--- src/hdl/grouped_timer_pool_defines.svh ---
// assertion macros for the timer pool
`ifndef GROUPED_TIMER_POOL_DEFINES_SVH
`define GROUPED_TIMER_POOL_DEFINES_SVH
`ifndef ASSERT_OFF
`define GTP_ASSERT_IMP(label, clk, rst, a, c, msg) \
  label: assert property (@(posedge clk) disable iff (rst) (a) |-> (c)) else $error(msg);
`define GTP_ASSERT_NXT(label, clk, rst, a, c, msg) \
  label: assert property (@(posedge clk) disable iff (rst) (a) |=> (c)) else $error(msg);
`else
`define GTP_ASSERT_IMP(label, clk, rst, a, c, msg)
`define GTP_ASSERT_NXT(label, clk, rst, a, c, msg)
`endif
`endif

--- src/hdl/gtp_pkg.sv ---
// ----------------------------------------------------------------------------
// gtp_pkg
// shared types and codes of the timer pool
// ----------------------------------------------------------------------------
package gtp_pkg;
  localparam logic [1:0] MODE_CREATE = 2'd0;
  localparam logic [1:0] MODE_CANCEL = 2'd1;
  localparam logic [1:0] MODE_TICK   = 2'd2;
  localparam logic [1:0] MODE_UNUSED = 2'd3;
  localparam logic [2:0] KIND_CREATED   = 3'd0;
  localparam logic [2:0] KIND_FULL      = 3'd1;
  localparam logic [2:0] KIND_CANCELLED = 3'd2;
  localparam logic [2:0] KIND_EXPIRED   = 3'd3;
  localparam logic [2:0] KIND_DONE      = 3'd4;

  typedef struct packed {
    logic [1:0]  mode;
    logic [31:0] interval;
    logic        recurring;
    logic [3:0]  timer_id;
    logic [15:0] delta;
  } cmd_t;
endpackage

--- src/hdl/gtp_if.sv ---
// ----------------------------------------------------------------------------
// gtp_in_if / gtp_out_if
// valid/ready channels of the timer pool
// ----------------------------------------------------------------------------
interface gtp_in_if;
  logic        valid;
  logic        ready;
  logic [1:0]  mode;
  logic [31:0] interval;
  logic        recurring;
  logic [3:0]  timer_id;
  logic [15:0] delta;
  modport source (output valid, mode, interval, recurring, timer_id, delta, input ready);
  modport sink (input valid, mode, interval, recurring, timer_id, delta, output ready);
endinterface

interface gtp_out_if;
  logic       valid;
  logic       ready;
  logic [2:0] kind;
  logic [3:0] slot;
  logic       last;
  modport source (output valid, kind, slot, last, input ready);
  modport sink (input valid, kind, slot, last, output ready);
endinterface

--- src/hdl/grouped_timer_pool.sv ---
// ----------------------------------------------------------------------------
// grouped_timer_pool
// pool of grouped timers with create, cancel and tick commands
// ----------------------------------------------------------------------------
// a create or cancel word gives one result word, which passes the queue and
// the back end and is offered from the output register; the back end takes
// one such word per cycle while out.ready does not stall it; a tick walks
// every slot one per cycle through the shared saturating adder, except while
// an expiry word waits on out.ready, holds the back end for the pop, the
// slot walk and the done word, and ends with a done word; a two-entry queue
// lets words arrive while the back end is busy; the group register may only
// be written while the pool is idle
module grouped_timer_pool import gtp_pkg::*; #(
  parameter int NUM_TIMERS = 16
) (
  input  logic       clk,
  input  logic       rst,
  input  logic       cfg_we,
  input  logic [7:0] cfg_wdata,
  gtp_in_if.sink     in,
  gtp_out_if.source  out
);
`include "grouped_timer_pool_defines.svh"
  logic [7:0] cur_group;
  logic       q_valid, q_pop;
  cmd_t       q_cmd;

  // configuration register
  always_ff @(posedge clk) begin
    if (rst) cur_group <= 8'd0;
    else if (cfg_we) cur_group <= cfg_wdata;
  end

  // front end: accept and queue words
  gtp_front u_front (.clk, .rst, .in, .q_valid, .q_pop, .q_cmd);

  // back end: timer state and tick walk
  gtp_back #(.NUM_TIMERS(NUM_TIMERS)) u_back (
    .clk, .rst, .cur_group, .q_valid, .q_pop, .q_cmd, .out);

  // a pop only happens with an entry queued
  `GTP_ASSERT_IMP(a_pop_valid, clk, rst, q_pop, q_valid, "pop from empty queue")
  // a stalled output word holds its kind
  `GTP_ASSERT_NXT(a_out_hold, clk, rst, out.valid && !out.ready,
    out.valid && $stable(out.kind), "output word changed while stalled")
  // created and cancelled words always end their item
  `GTP_ASSERT_IMP(a_last, clk, rst, out.valid && (out.kind == KIND_CREATED ||
    out.kind == KIND_CANCELLED || out.kind == KIND_DONE), out.last, "missing last")
endmodule

--- src/hdl/gtp_front.sv ---
// ----------------------------------------------------------------------------
// gtp_front
// takes input words, drops unused mode, two-entry queue to the back end
// ----------------------------------------------------------------------------
module gtp_front import gtp_pkg::*; (
  input  logic    clk,
  input  logic    rst,
  gtp_in_if.sink  in,
  output logic    q_valid,
  input  logic    q_pop,
  output cmd_t    q_cmd
);
  cmd_t       mem [2];
  logic       wr_ptr, rd_ptr;
  logic [1:0] count;
  logic       push, keep;

  assign in.ready = (count != 2'd2);
  assign keep     = (in.mode == MODE_CREATE) || (in.mode == MODE_CANCEL) ||
                    (in.mode == MODE_TICK);
  assign push     = in.valid && in.ready && keep;
  assign q_valid  = (count != 2'd0);
  assign q_cmd    = mem[rd_ptr];

  always_ff @(posedge clk) begin
    if (push) begin
      mem[wr_ptr] <= '{mode: in.mode, interval: in.interval, recurring: in.recurring,
                       timer_id: in.timer_id, delta: in.delta};
    end
    if (rst) begin
      wr_ptr <= 1'b0;
      rd_ptr <= 1'b0;
      count  <= 2'd0;
    end else begin
      if (push) wr_ptr <= ~wr_ptr;
      if (q_pop) rd_ptr <= ~rd_ptr;
      count <= count + {1'b0, push} - {1'b0, q_pop};
    end
  end
endmodule

--- src/hdl/gtp_back.sv ---
// ----------------------------------------------------------------------------
// gtp_back
// timer state and sequencer that carries out create, cancel and tick
// ----------------------------------------------------------------------------
module gtp_back import gtp_pkg::*; #(
  parameter int NUM_TIMERS = 16,
  parameter int IW = (NUM_TIMERS > 1) ? $clog2(NUM_TIMERS) : 1
) (
  input  logic      clk,
  input  logic      rst,
  input  logic [7:0] cur_group,
  input  logic      q_valid,
  output logic      q_pop,
  input  cmd_t      q_cmd,
  gtp_out_if.source out
);
  typedef enum logic [1:0] {S_IDLE, S_SCAN, S_DONE} state_t;
  state_t          state;
  logic [NUM_TIMERS-1:0] alive;
  logic            rep   [NUM_TIMERS];
  logic [7:0]      grp   [NUM_TIMERS];
  logic [31:0]     ivl   [NUM_TIMERS];
  logic [31:0]     ela   [NUM_TIMERS];
  logic [IW-1:0]   idx;
  logic [15:0]     delta;
  logic            free_found;
  logic [IW-1:0]   free_idx;
  logic [32:0]     sum_w;
  logic [31:0]     sum;
  logic            served, expire;
  logic            obusy;
  logic            emit;

  assign obusy = out.valid && !out.ready;

  always_comb begin
    free_found = 1'b0;
    free_idx   = '0;
    for (int i = NUM_TIMERS - 1; i >= 0; i--) begin
      if (!alive[i]) begin
        free_found = 1'b1;
        free_idx   = IW'(i);
      end
    end
  end

  assign sum_w  = {1'b0, ela[idx]} + {17'd0, delta};
  assign sum    = sum_w[32] ? 32'hFFFF_FFFF : sum_w[31:0];
  assign served = alive[idx] && ((grp[idx] == 8'd0) || (grp[idx] == cur_group));
  assign expire = served && (sum >= ivl[idx]);
  assign q_pop  = (state == S_IDLE) && q_valid && !obusy;

  // a new output word is loaded this cycle
  assign emit = (q_pop && ((q_cmd.mode == MODE_CREATE) || (q_cmd.mode == MODE_CANCEL))) ||
                ((state == S_SCAN) && !obusy && expire) ||
                ((state == S_DONE) && !obusy);

  always_ff @(posedge clk) begin
    if (rst) begin
      state     <= S_IDLE;
      alive     <= '0;
      out.valid <= 1'b0;
      idx       <= '0;
    end else begin
      out.valid <= emit || obusy;
      case (state)
        S_IDLE: begin
          if (q_pop) begin
            out.last <= 1'b1;
            case (q_cmd.mode)
              MODE_CREATE: begin
                if (free_found) begin
                  alive[free_idx] <= 1'b1;
                  rep[free_idx]   <= q_cmd.recurring;
                  grp[free_idx]   <= cur_group;
                  ivl[free_idx]   <= q_cmd.interval;
                  ela[free_idx]   <= '0;
                  out.kind        <= KIND_CREATED;
                  out.slot        <= 4'(free_idx);
                end else begin
                  out.kind <= KIND_FULL;
                  out.slot <= 4'd0;
                end
              end
              MODE_CANCEL: begin
                if (32'(q_cmd.timer_id) < NUM_TIMERS) alive[IW'(q_cmd.timer_id)] <= 1'b0;
                out.kind <= KIND_CANCELLED;
                out.slot <= q_cmd.timer_id;
              end
              default: begin
                delta <= q_cmd.delta;
                idx   <= '0;
                state <= S_SCAN;
              end
            endcase
          end
        end
        S_SCAN: begin
          if (!obusy) begin
            if (served) begin
              ela[idx] <= expire && rep[idx] ? sum - ivl[idx] : sum;
              if (expire) begin
                if (!rep[idx]) alive[idx] <= 1'b0;
                out.kind  <= KIND_EXPIRED;
                out.slot  <= 4'(idx);
                out.last  <= 1'b0;
              end
            end
            if (32'(idx) == NUM_TIMERS - 1) state <= S_DONE;
            else idx <= idx + 1'b1;
          end
        end
        S_DONE: begin
          if (!obusy) begin
            out.kind  <= KIND_DONE;
            out.slot  <= 4'd0;
            out.last  <= 1'b1;
            state     <= S_IDLE;
          end
        end
        default: state <= S_IDLE;
      endcase
    end
  end
endmodule

--- src/flat_wrapper.sv ---
// flat-port wrapper written by rule: the top's interface ports become plain ports
module grouped_timer_pool_flat import gtp_pkg::*;
#(
  parameter int NUM_TIMERS = 16
)
  (clk, rst, cfg_we, cfg_wdata, in_valid, in_mode, in_interval, in_recurring, in_timer_id, in_delta, in_ready, out_valid, out_kind, out_slot, out_last, out_ready);
  gtp_in_if in_i ();
  gtp_out_if out_i ();
  input  logic clk;
  input  logic rst;
  input  logic cfg_we;
  input  logic [7:0] cfg_wdata;
  input wire logic [$bits(in_i.valid)-1:0] in_valid;
  input wire logic [$bits(in_i.mode)-1:0] in_mode;
  input wire logic [$bits(in_i.interval)-1:0] in_interval;
  input wire logic [$bits(in_i.recurring)-1:0] in_recurring;
  input wire logic [$bits(in_i.timer_id)-1:0] in_timer_id;
  input wire logic [$bits(in_i.delta)-1:0] in_delta;
  output wire logic [$bits(in_i.ready)-1:0] in_ready;
  output wire logic [$bits(out_i.valid)-1:0] out_valid;
  output wire logic [$bits(out_i.kind)-1:0] out_kind;
  output wire logic [$bits(out_i.slot)-1:0] out_slot;
  output wire logic [$bits(out_i.last)-1:0] out_last;
  input wire logic [$bits(out_i.ready)-1:0] out_ready;
  assign in_i.valid = in_valid;
  assign in_i.mode = in_mode;
  assign in_i.interval = in_interval;
  assign in_i.recurring = in_recurring;
  assign in_i.timer_id = in_timer_id;
  assign in_i.delta = in_delta;
  assign in_ready = in_i.ready;
  assign out_valid = out_i.valid;
  assign out_kind = out_i.kind;
  assign out_slot = out_i.slot;
  assign out_last = out_i.last;
  assign out_i.ready = out_ready;
  grouped_timer_pool #(.NUM_TIMERS(NUM_TIMERS)) u_core (.clk(clk), .rst(rst), .cfg_we(cfg_we), .cfg_wdata(cfg_wdata), .in(in_i), .out(out_i));
endmodule
--- config.mk ---
export PLATFORM = sky130hd
export DESIGN_NAME = grouped_timer_pool_flat
export DESIGN_NICKNAME = d
export VERILOG_FILES = /design/src/hdl/gtp_pkg.sv /design/src/hdl/gtp_if.sv /design/src/hdl/grouped_timer_pool.sv /design/src/hdl/gtp_front.sv /design/src/hdl/gtp_back.sv /design/src/flat_wrapper.sv
export VERILOG_INCLUDE_DIRS = /design/src /design/src/hdl
export SDC_FILE = /design/constraint.sdc
export NUM_CORES = 1
export LEC_CHECK = 0
export ABC_CLOCK_PERIOD_IN_PS = 20800
export BUFFER_PORTS_ARGS = -buffer_cell sky130_fd_sc_hd__buf_4
export CORE_ASPECT_RATIO = 1.25
export CORE_UTILIZATION = 50
export CTS_CLUSTER_SIZE = 28
export DETAILED_ROUTE_END_ITERATION = 6
export PLACE_DENSITY = 0.62
export REMOVE_ABC_BUFFERS = 1
export SETUP_SLACK_MARGIN = 0.05
export SLEW_MARGIN = 25
export SYNTH_ARGS = -nofsm -noshare
export SYNTH_HDL_FRONTEND = slang
export SYNTH_SLANG_ARGS = --single-unit
--- constraint.sdc ---
create_clock -name clk -period 20.8 [get_ports clk]
set_clock_uncertainty 0.05 [all_clocks]
set_input_delay 1.04 -clock clk [delete_from_list [all_inputs] [get_ports clk]]
set_output_delay 1.04 -clock clk [all_outputs]
set_load 0.01 [all_outputs]
== After elaboration in Yosys (flattened, before gate mapping) ==
Memories as Yosys holds them, arrays and structs flattened. A register that Yosys moved wholly into a read port is not among the register bits.
Cells that the tools add are included.

* Add/sub/neg operators: 5
* Multiply operators: 0
* Divide/modulo/power cells: 0
* Order comparisons: 7
* Equal/unequal tests: 19
* Shift-type cells: 0
* Muxes and demuxes: 109
* Bitwise operators: 9
* Reduce and logical (&&, ||, !) cells: 39

{| class="wikitable"
|+ Operators by type and width
! kind !! number
|-
| two-way mux 4 bit || 35
|-
| two-way mux 16 bit || 6
|-
| two-way mux 32 bit || 3
|-
| case mux 16 bit (2 select lines) || 2
|-
| two-way mux 1 bit || 42
|-
| adder 32 x 16 -> 33 bit || 1
|-
| AND 16 bit || 2
|-
| >= comparator 32 bit || 1
|-
| inverter 16 bit || 2
|-
| OR reduction 32 bit || 1
|-
| subtractor 32 bit || 1
|-
| inequality test 2 bit (second input constant) || 9
|-
| bitwise OR 16 bit || 1
|-
| case mux 4 bit (2 select lines) || 2
|-
| AND reduction 8 bit || 2
|-
| logical AND 1 bit || 15
|-
| < comparator 4 x 5 -> 1 bit (second input constant) || 3
|-
| two-way mux 3 bit || 5
|-
| demux 1 bit (select 4 bit) || 3
|-
| >= comparator 4 x 1 -> 1 bit (second input constant) || 3
|-
| case mux 4 bit (3 select lines) || 1
|-
| two-way mux 2 bit || 5
|-
| AND reduction 5 bit || 2
|-
| case mux 3 bit (3 select lines) || 1
|-
| other kinds (24) || 40
|}

* Flip-flop bits (word level): 59
* Latch bits: 0
* Bits in writable memories: 1278
* ROM bits: 0
* Logic and storage cells: 205
* Memories: 5

{| class="wikitable"
|+ Memories
! name !! depth !! width !! rd ports !! clocked after Yosys merged registers in !! wr ports !! line !! RTL
|-
| u_core.u_back.ela || 16 || 32 || 1 || 1 || 1 || gtp_back.sv:23 || <nowiki>logic [31:0] ela [NUM_TIMERS];</nowiki>
|-
| u_core.u_back.ivl || 16 || 32 || 1 || 1 || 1 || gtp_back.sv:22 || <nowiki>logic [31:0] ivl [NUM_TIMERS];</nowiki>
|-
| u_core.u_back.grp || 16 || 8 || 1 || 1 || 1 || gtp_back.sv:21 || <nowiki>logic [7:0] grp [NUM_TIMERS];</nowiki>
|-
| u_core.u_front.mem || 2 || 55 || 1 || 1 || 1 || gtp_front.sv:13 || <nowiki>cmd_t mem [2];</nowiki>
|-
| u_core.u_back.rep || 16 || 1 || 1 || 1 || 1 || gtp_back.sv:20 || <nowiki>logic rep [NUM_TIMERS];</nowiki>
|}

== Longest topological paths before layout ==
Gate-level depths: netlist (run 1).

* Depth in word-level cells: 25
* Mapped depth: 36
* Gate-level depth less buffers: 24

== By module ==
A second synthesis (run 1) with hierarchy kept.

* Cells, all modules: 2867
* Area, all modules: 55341.8 µm²

{| class="wikitable"
|+ Modules (own cells, without submodules)
! module !! times used !! cells each !! area each (µm²)
|-
| gtp_back || 1 || 2642 || 50812.5
|-
| gtp_front || 1 || 199 || 4244.1
|-
| grouped_timer_pool || 1 || 26 || 285.3
|}

== Worst setup path before layout (run 1) ==
OpenSTA, ideal clock, no wires.

* Path kind: reg-to-reg
* Start: register (tool-made name)
* End: register u_core.u_back.out.kind[0] (enable)
* Arrival: 8476 ps
* Slack: 11892 ps
* Cell stages (with the launch flop): 33
* Path buffers: 10
* Period minus slack after synthesis: 8908 ps
* Path through: dfxtp_1 > buf_6 > buf_6 > buf_4 > buf_4 > buf_2 > buf_1 > buf_1 > mux4_2 > mux4_2 > ha_1 > fa_1 > a211o_1 > a21oi_1 > o31ai_1 > o311ai_0 > a21o_1 > nand3b_1 > or2_1 > buf_2 > buf_2 > nand2_1 > ha_1 > clkbuf_1 > a21oi_1 > o21ai_0 > o21ai_0 > nand2_1 > nand3_1 > a2111oi_4 > nor2_1 > nor4_1 > a21boi_0

{| class="wikitable"
|+ RTL lines
! element !! line !! RTL
|-
| to (signal assigned) || gtp_back.sv:78 || <nowiki>out.kind <= KIND_CREATED;</nowiki>
|-
| to (signal assigned) || gtp_back.sv:81 || <nowiki>out.kind <= KIND_FULL;</nowiki>
|-
| to (signal assigned) || gtp_back.sv:87 || <nowiki>out.kind <= KIND_CANCELLED;</nowiki>
|-
| to (decl) || gtp_if.sv:23 || <nowiki>modport source (output valid, kind, slot, last, input ready);</nowiki>
|}

==> results of run 1 <==
critical path, stage by stage, from the launching register on:
cell and delay, ns:
dfxtp_4 0.89, buf_4 0.77, mux4_2 0.59, mux4_2 0.48, ha_1 0.23, fa_1 0.47
a211o_1 0.34, a21oi_1 0.20, o31ai_1 0.20, o311ai_0 0.59, a21o_1 0.35, nand3b_1 0.23
or2_1 0.12, buf_4 0.34, nand2_1 0.18, ha_1 0.46, a21oi_1 0.11, o21ai_0 0.40
o21ai_0 0.21, nand2_1 0.13, nand3_1 0.18, a2111oi_4 0.60, and2_2 0.78, nand2_1 0.11
a21oi_1 0.83
flip-flops by register name, indices dropped and copies added (netlist names), 2 cells and up, named ones only:
register                count
u_core.u_back.rep          16
u_core.u_back.delta        16
u_core.u_back.ivl         512
u_core.u_back.idx           4
u_core.u_back.state         2
u_core.u_front.count        2
u_core.u_back.ela         512
u_core.cur_group            8
u_core.u_back.grp         128
u_core.u_back.out.kind      3
u_core.u_front.mem        110
u_core.u_back.out.slot      4
u_core.u_back.alive        16
power breakdown:
group	total, mW	leakage, nW	internal (mW)	switching (mW)
clock network	2.40	2.09	1.38	1.02
logic	0.923	5.28	0.347	0.576
registers	3.12	12.2	3.08	0.0389
total	6.44	19.5	4.81	1.63
cell type report:
cell class              count  area (um2)  share of cell area (%)
clock inverters            68       758.2                   1.217
well taps                1449        1813                   2.909
repair buffers            137        1030                   1.652
flip-flops and latches   1342       39910                   64.04
multi-input cells        1332       15010                   24.08
inverters                  64       242.7                  0.3894
clock buffers             171        3565                   5.719
worst paths after layout:
path / from / depth (start not counted) / endpoint
setup / recovery: register / 24 / u_core.u_back.ela[8][19]$_DFFE_PP_
hold reg to reg: u_core.u_front.rd_ptr$_SDFFE_PP0P_ / 2 / register
setup reg to reg: register / 24 / u_core.u_back.ela[8][19]$_DFFE_PP_
hold / removal: in_interval[21] / 1 / u_core.u_front.mem[1][42]$_DFFE_PP_
metal layers:
| layer | global-route usage [%] | part of all wire (%) | vias to the layer above |
|---|---|---|---|
| li1 | - | - | 12079 |
| met1 | 32.98 | 41 | 15011 |
| met2 | 41.24 | 51 | 874 |
| met4 | 7.229 | 2.5 | 0 |
| met3 | 3.484 | 4.9 | 215 |
| met5 | 0 | 0 | - |
cell families (layout without fill, tap and decap cells):
kind of cell | count (synthesis) | in the layout | share of synthesized area (%)
flops | 1342 | 1342 | 72.06
compound gates | 303 | 303 | 3.742
simple gates | 442 | 442 | 3.880
mux | 464 | 464 | 16.36
xor+xnor | 63 | 63 | 0.9965
buf+inv | 191 | 440 | 1.582
fa+ha+maj | 60 | 60 | 1.383
cell usage after synthesis, types with 41 or more instances:
library cell,number
edfxtp_1,1302
mux4_2,333
nand2_1,132
nor2_1,117
a21oi_1,72
inv_1,64
mux2i_1,64
ha_1,58
mux2_2,56
o21ai_0,56
clkbuf_1,54
nand3_1,41
stage by stage:
step	utilization, %	instance area, um2	hold WS, ns	setup slack, ns
floorplan	-	54740	0.4313	2.292
global placement	52.68	57910	0.4436	10.55
detailed placement	52.68	57910	0.4517	10.29
CTS	56.61	62230	0.3511	10.24
global route	56.70	62330	0.3688	9.774
finish	56.70	62330	0.3934	10.50
==> results.sh, run 1 <==
export IMPL_syn_cell_area_um2=55370
export IMPL_critPathRequiredTime_ns=21.18
export IMPL_ctsHoldBuffers=0
export IMPL_ctsResizeCount=0
export IMPL_areaGrowthSynthToFinish_pct=12.56
export IMPL_drtIter0Drc=2588
export IMPL_rsz0062_at_grt="no"
export IMPL_ir_drop_mv=0.08832
export IMPL_nNetsFinal=3137
export IMPL_setup_viol=0
export IMPL_cts_sinks=1342
export IMPL_ys_types=85
export IMPL_core_um2=109900
export IMPL_worst_pin_slew_ns=1.019
export IMPL_ys_warnings_count=0
export IMPL_drc_errors=1
export IMPL_synth_area_leader_cell="edfxtp_1"
export IMPL_port_buffer_count=77
export IMPL_dieHeight_um=374.1
export IMPL_fmax_mhz=97.11
export IMPL_grt_overflow_total=0
export IMPL_cts_tree="built"
export IMPL_hold_viol=0
export IMPL_power_mw=6.443
export IMPL_min_path_type="in -> reg"
export IMPL_clkTransAtPathRegs_ns=0.07
export IMPL_async_flop_share_pct=0
export IMPL_yosys_top_cells_area="edfxtp_1 (71%), mux4_2 (14%), dfxtp_1 (1.4%)"
export IMPL_avgViaCountPerCell=6.176
export IMPL_powerDensity_nw_per_um2=103.4
export IMPL_numCtsBuffers=132
export IMPL_die_w_um=299.7
export IMPL_power_leakage_nw=19.55
export IMPL_diodes=0
export IMPL_maxCapViolations=0
export IMPL_die_area_um2=112100
export IMPL_worstPathMaxFanout=41
export IMPL_grt_max_degree=62
export IMPL_htreeDepth=4
export IMPL_routedWlPerCell_um=29.44
export IMPL_fin_crit_sh_pct=49.51
export IMPL_tns_ns=0
export IMPL_first_global_vias=29285
export IMPL_clock_path_buffers=3
export IMPL_seq_area_frac_synth_pct=72.06
export IMPL_synth_edff_count=1302
export IMPL_dominantRegCellSynth="edfxtp_1"
export IMPL_core_rowCount=136
export IMPL_finalMaxSlewViolations=0
export IMPL_final_cell_mix="edfxtp_1 (1302), mux4_2 (333), clkbuf_16 (136)"
export IMPL_syn_avg_cell_area_um2=19.33
export IMPL_drive_above_1_share_pct=25.59
export IMPL_relSlewSlack_pct=32.07
export IMPL_status="complete, but fails checks"
export IMPL_arrival_ns=10.67
export IMPL_io_pin_count=78
export IMPL_fillers=8325
export IMPL_netlist_area_leader_share_pct=70.61
export IMPL_dr_total_vias=28179
export IMPL_initial_core_util_pct=50.37
export IMPL_insertion_delay_ns=0.79
export IMPL_synth_seq_cells=1342
export IMPL_grt_pass1_wl_um=197400
export IMPL_final_common_cell="edfxtp_1"
export IMPL_routed_wl_um=134300
export IMPL_root_buffer="clkbuf_16"
export IMPL_r2r_slack_ns=10.50
export IMPL_layout_min_cycle_time_ns=10.30
export IMPL_cp_end_kind="register"
export IMPL_critPathKind="reg -> reg"
export IMPL_synthCells=2865
export IMPL_gr_usage_all_layers_pct=24.40
export IMPL_grt_antenna_before_repair=1
export IMPL_placedCellCount=4323
export IMPL_drt_pass1_iterations=7
export IMPL_failed_checks="DRC"
export IMPL_place_congestion=0.8832
export IMPL_instances_no_fill=4563
export IMPL_cts_setup_buffers=0
export IMPL_drtAntennaViolNets=0
export IMPL_startpoint_type="register"
export IMPL_dp_hpwl_um=74120
No activity file was read; power rests on OpenSTA's default activity.
==> inputs of run 2 (changes only) <==
--- a/config.mk
+++ b/config.mk
@@ -6,7 +6,8 @@
 export SDC_FILE = /design/constraint.sdc
 export NUM_CORES = 1
 export LEC_CHECK = 0
-export ABC_CLOCK_PERIOD_IN_PS = 20800
+export ABC_AREA = 1
+export ABC_CLOCK_PERIOD_IN_PS = 10500
 export BUFFER_PORTS_ARGS = -buffer_cell sky130_fd_sc_hd__buf_4
 export CORE_ASPECT_RATIO = 1.25
 export CORE_UTILIZATION = 50
==> constraint.sdc (replaced) <==
create_clock -name clk -period 10.5 [get_ports clk]
set_clock_uncertainty 0.05 [all_clocks]
set_input_delay 0.525 -clock clk [delete_from_list [all_inputs] [get_ports clk]]
set_output_delay 0.525 -clock clk [all_outputs]
set_load 0.01 [all_outputs]
==> results.sh, run 2 <==
export IMPL_ir_drop_mv=0.2410
export IMPL_synth_top_family_by_area="compound AO/OA/AOI/OAI gates"
export IMPL_die_area_um2=115500
export IMPL_power_leakage_nw=20.79
export IMPL_numCtsBuffers=135
export IMPL_critPathRequiredTime_ns=10.89
export IMPL_gr_usage_all_layers_pct=26.36
export IMPL_diodes=0
export IMPL_first_global_vias=36577
export IMPL_grt_pass1_wl_um=228100
export IMPL_synthMuxAreaShare_pct=0.9847
export IMPL_hold_depth=4
export IMPL_hold_viol=0
export IMPL_grt_antenna_before_repair=1
export IMPL_io_pin_count=78
export IMPL_dieHeight_um=379.7
export IMPL_die_w_um=304.1
export IMPL_dp_hpwl_um=80620
export IMPL_instances_no_fill=6383
export IMPL_cts_tree="built"
export IMPL_final_common_cell="edfxtp_1"
export IMPL_htreeDepth=4
export IMPL_drtAntennaViolNets=0
export IMPL_root_buffer="clkbuf_16"
export IMPL_layout_min_cycle_time_ns=9.272
export IMPL_async_flop_share_pct=0
export IMPL_clock_path_buffers=3
export IMPL_reg2reg_depth=32
export IMPL_cts_setup_buffers=0
export IMPL_synth_xor_area_share_pct=0.6294
export IMPL_ys_warnings_count=0
export IMPL_min_path_type="in -> reg"
export IMPL_crit_slowest_cell="dfxtp_4"
export IMPL_avgViaCountPerCell=5.901
export IMPL_initial_core_util_pct=50.45
export IMPL_status="complete, no violations"
export IMPL_setup_viol=0
export IMPL_core_um2=113100
export IMPL_fmax_mhz=107.9
export IMPL_drc_errors=0
export IMPL_worstPathMaxFanout=181
export IMPL_synth_edff_count=1302
export IMPL_drive_above_1_share_pct=9.546
export IMPL_fin_crit_sh_pct=88.31
export IMPL_routed_wl_um=152800
export IMPL_startpoint_type="register"
export IMPL_synth_area_leader_cell="edfxtp_1"
export IMPL_yosys_area_share_adder_pct=1.342
export IMPL_cp_end_kind="register"
export IMPL_max_stage_delay_ns=0.92
export IMPL_dominantRegCellSynth="edfxtp_1"
export IMPL_drt_pass1_iterations=6
export IMPL_worst_pin_slew_ns=1.049
export IMPL_grt_max_degree=182
export IMPL_dr_total_vias=37665
export IMPL_ctsResizeCount=0
export IMPL_critPathKind="reg -> reg"
export IMPL_grt_overflow_total=0
export IMPL_port_buffer_count=77
export IMPL_ctsHoldBuffers=65
export IMPL_cts_sinks=1342
export IMPL_areaGrowthSynthToFinish_pct=12.05
export IMPL_synthCells=4730
export IMPL_crit_path_frequent_cell="nand2_1"
export IMPL_largestRegisters="u_core.u_back.ela: 512 flops, u_core.u_back.ivl: 512 flops, u_core.u_back.grp: 128 flops"
export IMPL_routedWlPerCell_um=23.94
export IMPL_clkTransAtPathRegs_ns=0.06
export IMPL_ys_types=60
export IMPL_syn_cell_area_um2=57050
export IMPL_synth_seq_cells=1342
export IMPL_synth_compound_area_share_pct=11.79
export IMPL_finalMaxSlewViolations=0
export IMPL_rsz0062_at_grt="no"
export IMPL_insertion_delay_ns=0.78
export IMPL_arrival_ns=9.66
export IMPL_yosysMostFrequentCell="edfxtp_1"
export IMPL_place_congestion=0.9298
export IMPL_synthTopCellsByCount="edfxtp_1 (1302), nor2_1 (694), nand2_1 (600)"
export IMPL_powerDensity_nw_per_um2=274.0
export IMPL_maxCapViolations=0
export IMPL_nNetsFinal=4934
export IMPL_relSlewSlack_pct=29.80
export IMPL_seq_area_frac_synth_pct=69.93
export IMPL_drtIter0Drc=3536
export IMPL_placedCellCount=6071
export IMPL_core_rowCount=138
export IMPL_syn_avg_cell_area_um2=12.06
export IMPL_final_cell_mix="edfxtp_1 (1302), nor2_1 (666), nand2_1 (600)"
export IMPL_tns_ns=0
export IMPL_yosys_area_share_simple_pct=11.43
export IMPL_netlist_area_leader_share_pct=68.53
export IMPL_yosys_top_cells_area="edfxtp_1 (69%), o21ai_0 (4.7%), nor2_1 (4.6%)"
## run 2: cells by family (layout without fill, tap and decap cells)
| logic type | count (synthesis) | after routing |
|---|---|---|
| AO/OA/AOI/OAI | 1122 | 1122 |
| XOR/XNOR | 41 | 41 |
| adder cells (fa/ha/maj) | 60 | 60 |
| buffers and inverters | 515 | 698 |
| flip-flops | 1342 | 1342 |
| multiplexers | 50 | 50 |
| AND/OR/NAND/NOR | 1600 | 1600 |
## run 2: critical path, delay by kind of cell (launching register included)
kind | cells | cell delay (ns)
AOI/OAI and AO/OA | 8 | 1.75
adders and majority gates | 3 | 1.05
buffers and inverters | 4 | 1.62
DFF | 1 | 0.92
and+or+nand+nor | 17 | 3.45
## run 2: layer usage
| metal | part of all wire [%] | up-vias | GRT usage, % |
|---|---|---|---|
| met5 | 0.0072 | - | 0 |
| met2 | 50 | 1378 | 44.50 |
| met3 | 5.6 | 310 | 3.257 |
| met4 | 3.7 | 2 | 11.15 |
| met1 | 41 | 18578 | 34.47 |
| li1 | - | 17397 | - |
## run 2: worst paths after layout
check / from / slack [ns] / end
setup / recovery: register / 1.23 / u_core.u_back.ela[11][12]$_DFFE_PP_
hold / removal: in_valid / 0.15 / u_core.u_front.wr_ptr$_SDFFE_PP0P_
setup reg to reg: register / 1.23 / u_core.u_back.ela[11][12]$_DFFE_PP_
hold reg to reg: u_core.u_front.rd_ptr$_SDFFE_PP0P_ / 0.44 / register
## run 2: layout make-up
class,count,area [um2]
timing repair buffer,212,1819
clock inverter,62,583.1
inverter,242,935.9
tap,1470,1839
fill,9216,49170
multi-input combinational,2873,15190
clock buffer,182,3647
sequential,1342,39920
## run 2: stage by stage
step           power [mW]  utilization, %  area, um2  setup slack [ns]  hold WS, ns
3_5_place_dp        12.87           52.14      58970             1.524       0.4150
5_1_grt             18.45           56.53      63930            0.4908       0.1922
6_report            17.52           56.53      63930             1.228       0.1496
4_1_cts             17.50           56.46      63850             1.480      0.09719
3_3_place_gp        12.86           52.14      58970             1.583       0.3944
2_1_floorplan       11.04               -      55740            -18.16       0.3976
## run 2: power breakdown
group          internal [mW]  switching, mW  total [mW]
Clock                   2.57           2.05        4.62
Sequential              6.15          0.175        6.32
Combinational           2.02           4.55        6.57
Total                   10.7           6.77        17.5
